### config.mk
export PLATFORM = sky130hd
export DESIGN_NAME = srht_cell
export DESIGN_NICKNAME = d
export VERILOG_FILES = /design/src/hw/rtl/srht_pkg.sv /design/src/hw/rtl/srht_cell.sv
export SDC_FILE = /design/constraint.sdc
export NUM_CORES = 2
export LEC_CHECK = 0
export ABC_AREA = 1
export BUFFER_PORTS_ARGS = -buffer_cell sky130_fd_sc_hd__buf_2
export CORE_MARGIN = 1
export CORE_UTILIZATION = 25
export CTS_BUF_LIST = sky130_fd_sc_hd__clkbuf_8
export DETAILED_ROUTE_END_ITERATION = 7
export PLACE_DENSITY_LB_ADDON = 0.2
export SETUP_SLACK_MARGIN = 0.5
export SYNTH_ARGS = -nofsm -noshare
export SYNTH_HDL_FRONTEND = slang
export SYNTH_SLANG_ARGS = --single-unit
### constraint.sdc
create_clock -name clk -period 15.4 [get_ports clk]
set_input_delay 3.08 -clock clk [delete_from_list [all_inputs] [get_ports clk]]
set_output_delay 3.08 -clock clk [all_outputs]
set_load 0.05 [all_outputs]
### src/hw/rtl/srht_pkg.sv
package srht_pkg;

  // Coordinate format: signed Q12.4
  localparam int COORD_BITS = 16;
  // Differences of two coordinates need one more bit
  localparam int DIFF_W     = COORD_BITS + 1;
  // Cross products of two differences
  localparam int PROD_W     = 2 * DIFF_W;
  localparam int NUM_BND    = 4;
  localparam int APB_DW     = 32;
  localparam int ADDR_W     = 4;
  // Entry register plus two registers in each boundary cell
  localparam int PIPE_DEPTH = 1 + 2 * NUM_BND;
  localparam int CNT_W      = $clog2(PIPE_DEPTH + 1);

  typedef logic signed [COORD_BITS-1:0] coord_t;
  typedef logic signed [DIFF_W-1:0]     diff_t;
  typedef logic signed [PROD_W-1:0]     prod_t;

  // Register index, taken from paddr[3:2]
  typedef enum logic [1:0] {
    REG_LEFT   = 2'd0,
    REG_TOP    = 2'd1,
    REG_RIGHT  = 2'd2,
    REG_BOTTOM = 2'd3
  } reg_idx_t;

  typedef struct packed {
    coord_t left;
    coord_t top;
    coord_t right;
    coord_t bottom;
  } rect_t;

  // Per-segment clip state handed from cell to cell.
  // Entry parameter t0 = n0/d0, exit parameter t1 = n1/d1, d0 and d1 > 0.
  typedef struct packed {
    diff_t [NUM_BND-1:0] p;
    diff_t [NUM_BND-1:0] q;
    diff_t               n0;
    diff_t               d0;
    diff_t               n1;
    diff_t               d1;
    logic                alive;
  } clip_t;

  // Cell-internal state after the multiply stage
  typedef struct packed {
    clip_t base;
    prod_t num_d1;
    prod_t n1_den;
    prod_t num_d0;
    prod_t n0_den;
    diff_t num;
    diff_t den;
    logic  p_zero;
    logic  p_neg;
    logic  q_neg;
  } mul_t;

endpackage

### src/hw/rtl/srht_cell.sv
module srht_cell (
  input  logic              clk,
  input  logic              rst,
  input  logic              in_valid,
  output logic              in_ready,
  input  srht_pkg::clip_t   in_data,
  input  srht_pkg::diff_t   bnd_p,
  input  srht_pkg::diff_t   bnd_q,
  output logic              out_valid,
  input  logic              out_ready,
  output srht_pkg::clip_t   out_data
);
  import srht_pkg::*;

  logic  mul_valid;
  mul_t  mul;
  mul_t  mul_next;
  logic  mul_ready;
  clip_t out_next;

  // Stage ready: a register can load when empty or draining
  assign mul_ready = !out_valid || out_ready;
  assign in_ready  = !mul_valid || mul_ready;

  // Multiply stage: orient the boundary fraction and form cross products
  always_comb begin
    mul_next.base   = in_data;
    mul_next.p_zero = (bnd_p == '0);
    mul_next.p_neg  = bnd_p[DIFF_W-1];
    mul_next.q_neg  = bnd_q[DIFF_W-1];
    mul_next.num    = bnd_p[DIFF_W-1] ? -bnd_q : bnd_q;
    mul_next.den    = bnd_p[DIFF_W-1] ? -bnd_p : bnd_p;
    mul_next.num_d1 = PROD_W'(mul_next.num) * PROD_W'(in_data.d1);
    mul_next.n1_den = PROD_W'(in_data.n1) * PROD_W'(mul_next.den);
    mul_next.num_d0 = PROD_W'(mul_next.num) * PROD_W'(in_data.d0);
    mul_next.n0_den = PROD_W'(in_data.n0) * PROD_W'(mul_next.den);
  end

  always_ff @(posedge clk) begin
    if (rst) begin
      mul_valid <= 1'b0;
    end else if (in_ready) begin
      mul_valid <= in_valid;
    end
  end

  always_ff @(posedge clk) begin
    if (in_ready && in_valid) begin
      mul <= mul_next;
    end
  end

  // Compare stage: reject or narrow [t0, t1]
  always_comb begin
    out_next = mul.base;
    if (mul.base.alive) begin
      priority if (mul.p_zero) begin
        if (mul.q_neg) out_next.alive = 1'b0;
      end else if (mul.p_neg) begin
        // entering edge: t > t1 rejects, t > t0 raises t0
        if (mul.num_d1 > mul.n1_den) begin
          out_next.alive = 1'b0;
        end else if (mul.num_d0 > mul.n0_den) begin
          out_next.n0 = mul.num;
          out_next.d0 = mul.den;
        end
      end else begin
        // leaving edge: t < t0 rejects, t < t1 lowers t1
        if (mul.num_d0 < mul.n0_den) begin
          out_next.alive = 1'b0;
        end else if (mul.num_d1 < mul.n1_den) begin
          out_next.n1 = mul.num;
          out_next.d1 = mul.den;
        end
      end
    end
  end

  always_ff @(posedge clk) begin
    if (rst) begin
      out_valid <= 1'b0;
    end else if (mul_ready) begin
      out_valid <= mul_valid;
    end
  end

  always_ff @(posedge clk) begin
    if (mul_ready && mul_valid) begin
      out_data <= out_next;
    end
  end

endmodule

==> results.md <==
- CTS tree: built
- Design area: between 70000 and 80000 um^2
- Clk_lat worst skew: 0.84 ns
- Min-delay worst type: reg -> reg
- Min Tclk post-route: 11.25 ns
- Synth area leaders: fa_1, edfxtp_1, inv_1
- Clock skew: between 0.05 and 0.06 ns
- Cts repair resizes: 0
- Post-DR vias/cell: ~4.4
- # port buffers: around 450
- Area of the multi-input gates: 40600 um^2
- Status: finished clean
- Hold Violations, Final: 0
- FF/Latch Area: 17500 um^2
- Initial DRC Count: ~2700
- DP Area: between 70000 and 80000 um^2
- Io pins: 450
- Horiz. Die Dim: ~510 um
- Fin worst setup slack: a little over 4 ns
- Synth Flop Type: edfxtp_1
- Netlist Area Pre-Place: between 60000 and 70000 um^2
- Routability Congestion: approximately 0.88
- Share of layout cells above drive strength 1: roughly a tenth
- Post-synth EDFFs: 583
- Xor/xnor cell area share of the yosys netlist: roughly 2.1%
- Max_slew headroom: between 20% and 30%
- Largest family of logic cells by synthesized area: adder cells
- Post-CTS Repair Setup Buffers: 0
- Slew Viols, Final: 0
- # setup viols final: 0
- Worst slack, placed: about 3.5 ns
- Crit Path Class: in -> reg
- Reg clk slew, reported paths: about 0.06 ns
- Syn_nets: 8405
- DRC: 0
- Register area share after synthesis: around 27%
- Vias in the first global route: about 50000
- Clock Sinks: a little under 600
- Layout net count: about 8800
- Required @ worst endpoint: 15.99 ns
- Mapped Cells: ~6600
- Maximum clock frequency: ~0.09 GHz
- Clock buffer depth: 3
- Initial Util: between 20% and 30%
- Drt wl/cell: roughly 21 um
- First-pass GRT wire length: 327000 um
- Final worst-path cycle share: between 70% and 80%
- Top cell family by delay on the critical path: adder cells
- FILL cells: 27500
- P&R area growth vs syn: 12.5%
- Slowest-stage cell, CP: fa_1
- Post-cts hold buffer count: 0
- DPL Wire Length: between 150000 and 200000 um
- Synth Area per Inst: around 9.9 um^2
- Synth Area in Simple Gates: 12.7%
- Final wirelength: approximately 220000 um
- Critical Path Source Type: input pin
- Core ar.: approximately 260000 um^2
- Fin Setup TNS: 0 ns
- Synthesized flop and latch total: approximately 590
- RSZ-0062 raised after global routing: false
- Crit path buf inv count: 8
- Yosys top cell area share: approximately 36%
- Final ANT Viol Nets: 0
- Vias after detailed routing: 45600
- CP max stage delay: 0.76 ns
- Largest net degree at the start of global routing: 149
- Mux cell area share after synthesis: 0%
- Root Buffer: clkbuf_8
- Total GRT Usage: between 15 and 20%
- Async SR Flop Fraction: 0%
- Critical path capture point type: flip-flop
- Max-cap violation count: 0
- Critical Path Fanout Max: 35
- Yosys cell types: 50
- Max H-tree Level: 3
- Die Y: 513 um
- Adder-Cell Fraction of Synth Area: between 40 and 50%
- Most frequent cells in the layout: inv_1, fa_1, nand2_1
- Area leader, netlist: fa_1
- Initial antenna violation count: 20
- Yosys warning count: 0
- Critical Path AT: roughly 12 ns
- Gr ovfl total: 0
- Row cnt: 187
- Post-synthesis compound-gate area fraction: between 3 and 4%
- Worst Tran Pin Value: around 1.2 ns
- CTS buffer count: between 100 and 150
- DRT Pass-1 Iters: 6
- Commonest non-fill, non-tap cell in the layout: inv_1
- Die area: roughly 260000 um^2
## cells in the mapped netlist, types with 27 or more instances
cell type,instances
fa_1,1184
o21bai_1,27
nand4_1,67
a21oi_1,155
xor2_1,91
o21ai_0,129
ha_1,410
inv_1,1613
clkbuf_1,125
nand2_1,1162
nor2_1,640
nand3_1,55
buf_2,37
edfxtp_1,583
nor3_1,27
xnor2_1,60
## area by class of cell
type,count,share of cell area (%)
antenna,3,0.0102
clock buffer,111,2.08
clock inverter,81,0.777
inverter,1632,8.37
multi-input combinational,4156,55.4
sequential,585,23.9
tap,3402,5.81
timing repair buffer,497,3.59
## routing by layer
| metal | up-vias | part of all wire (%) | GRT usage [%] |
|---|---|---|---|
| met2 | 1299 | 50 | 29.6 |
| met4 | 30 | 5.4 | 8.08 |
| met5 | - | 0.081 | 0 |
| met3 | 335 | 4.8 | 2.52 |
| met1 | 23400 | 40 | 19.8 |
| li1 | 20600 | - | - |
## stage by stage
stage,util [%],hold slack [ns],cells
6_report,28.3,0.413,10500
5_1_grt,28.2,0.416,10500
4_1_cts,28.2,0.412,10500
3_5_place_dp,27.4,0.405,10300
3_3_place_gp,27.4,0.400,10300
2_1_floorplan,-,0.400,6568
## worst paths after layout
check | start | to | slack, ns | cells past startpoint
worst min-delay path | mul[301] | out_data[128] | 0.41 | 0
worst max-delay path | bnd_q[0] | mul[103] | 4.15 | 29
worst min register to register | mul[301] | out_data[128] | 0.41 | 0
worst max register to register | mul[104] | out_data[55] | 10.54 | 11
## worst register-to-register path: cells and delay by family (launching register included)
| kind | cells | cell delay (ns) |
|---|---|---|
| fa+ha+maj | 1 | 0.36 |
| simple gates | 10 | 3.72 |
| flops | 1 | 0.42 |
## flip-flops by register name (all words and copies together), names as in the netlist
name       flops
out_data     205
mul          378
out_valid      1
mul_valid      1
## logic make-up (layout without fill, tap and decap cells)
logic type      Yosys count  in the layout
xor+xnor                152            152
fa+ha+maj              1594           1594
flops                   585            585
buf+inv                1827           2321
simple gates           2030           2030
compound gates          380            380
other cells               0              3
Power is not shown: default switching activity piles up to over one toggle a cycle in this logic, so the estimate is an artifact.
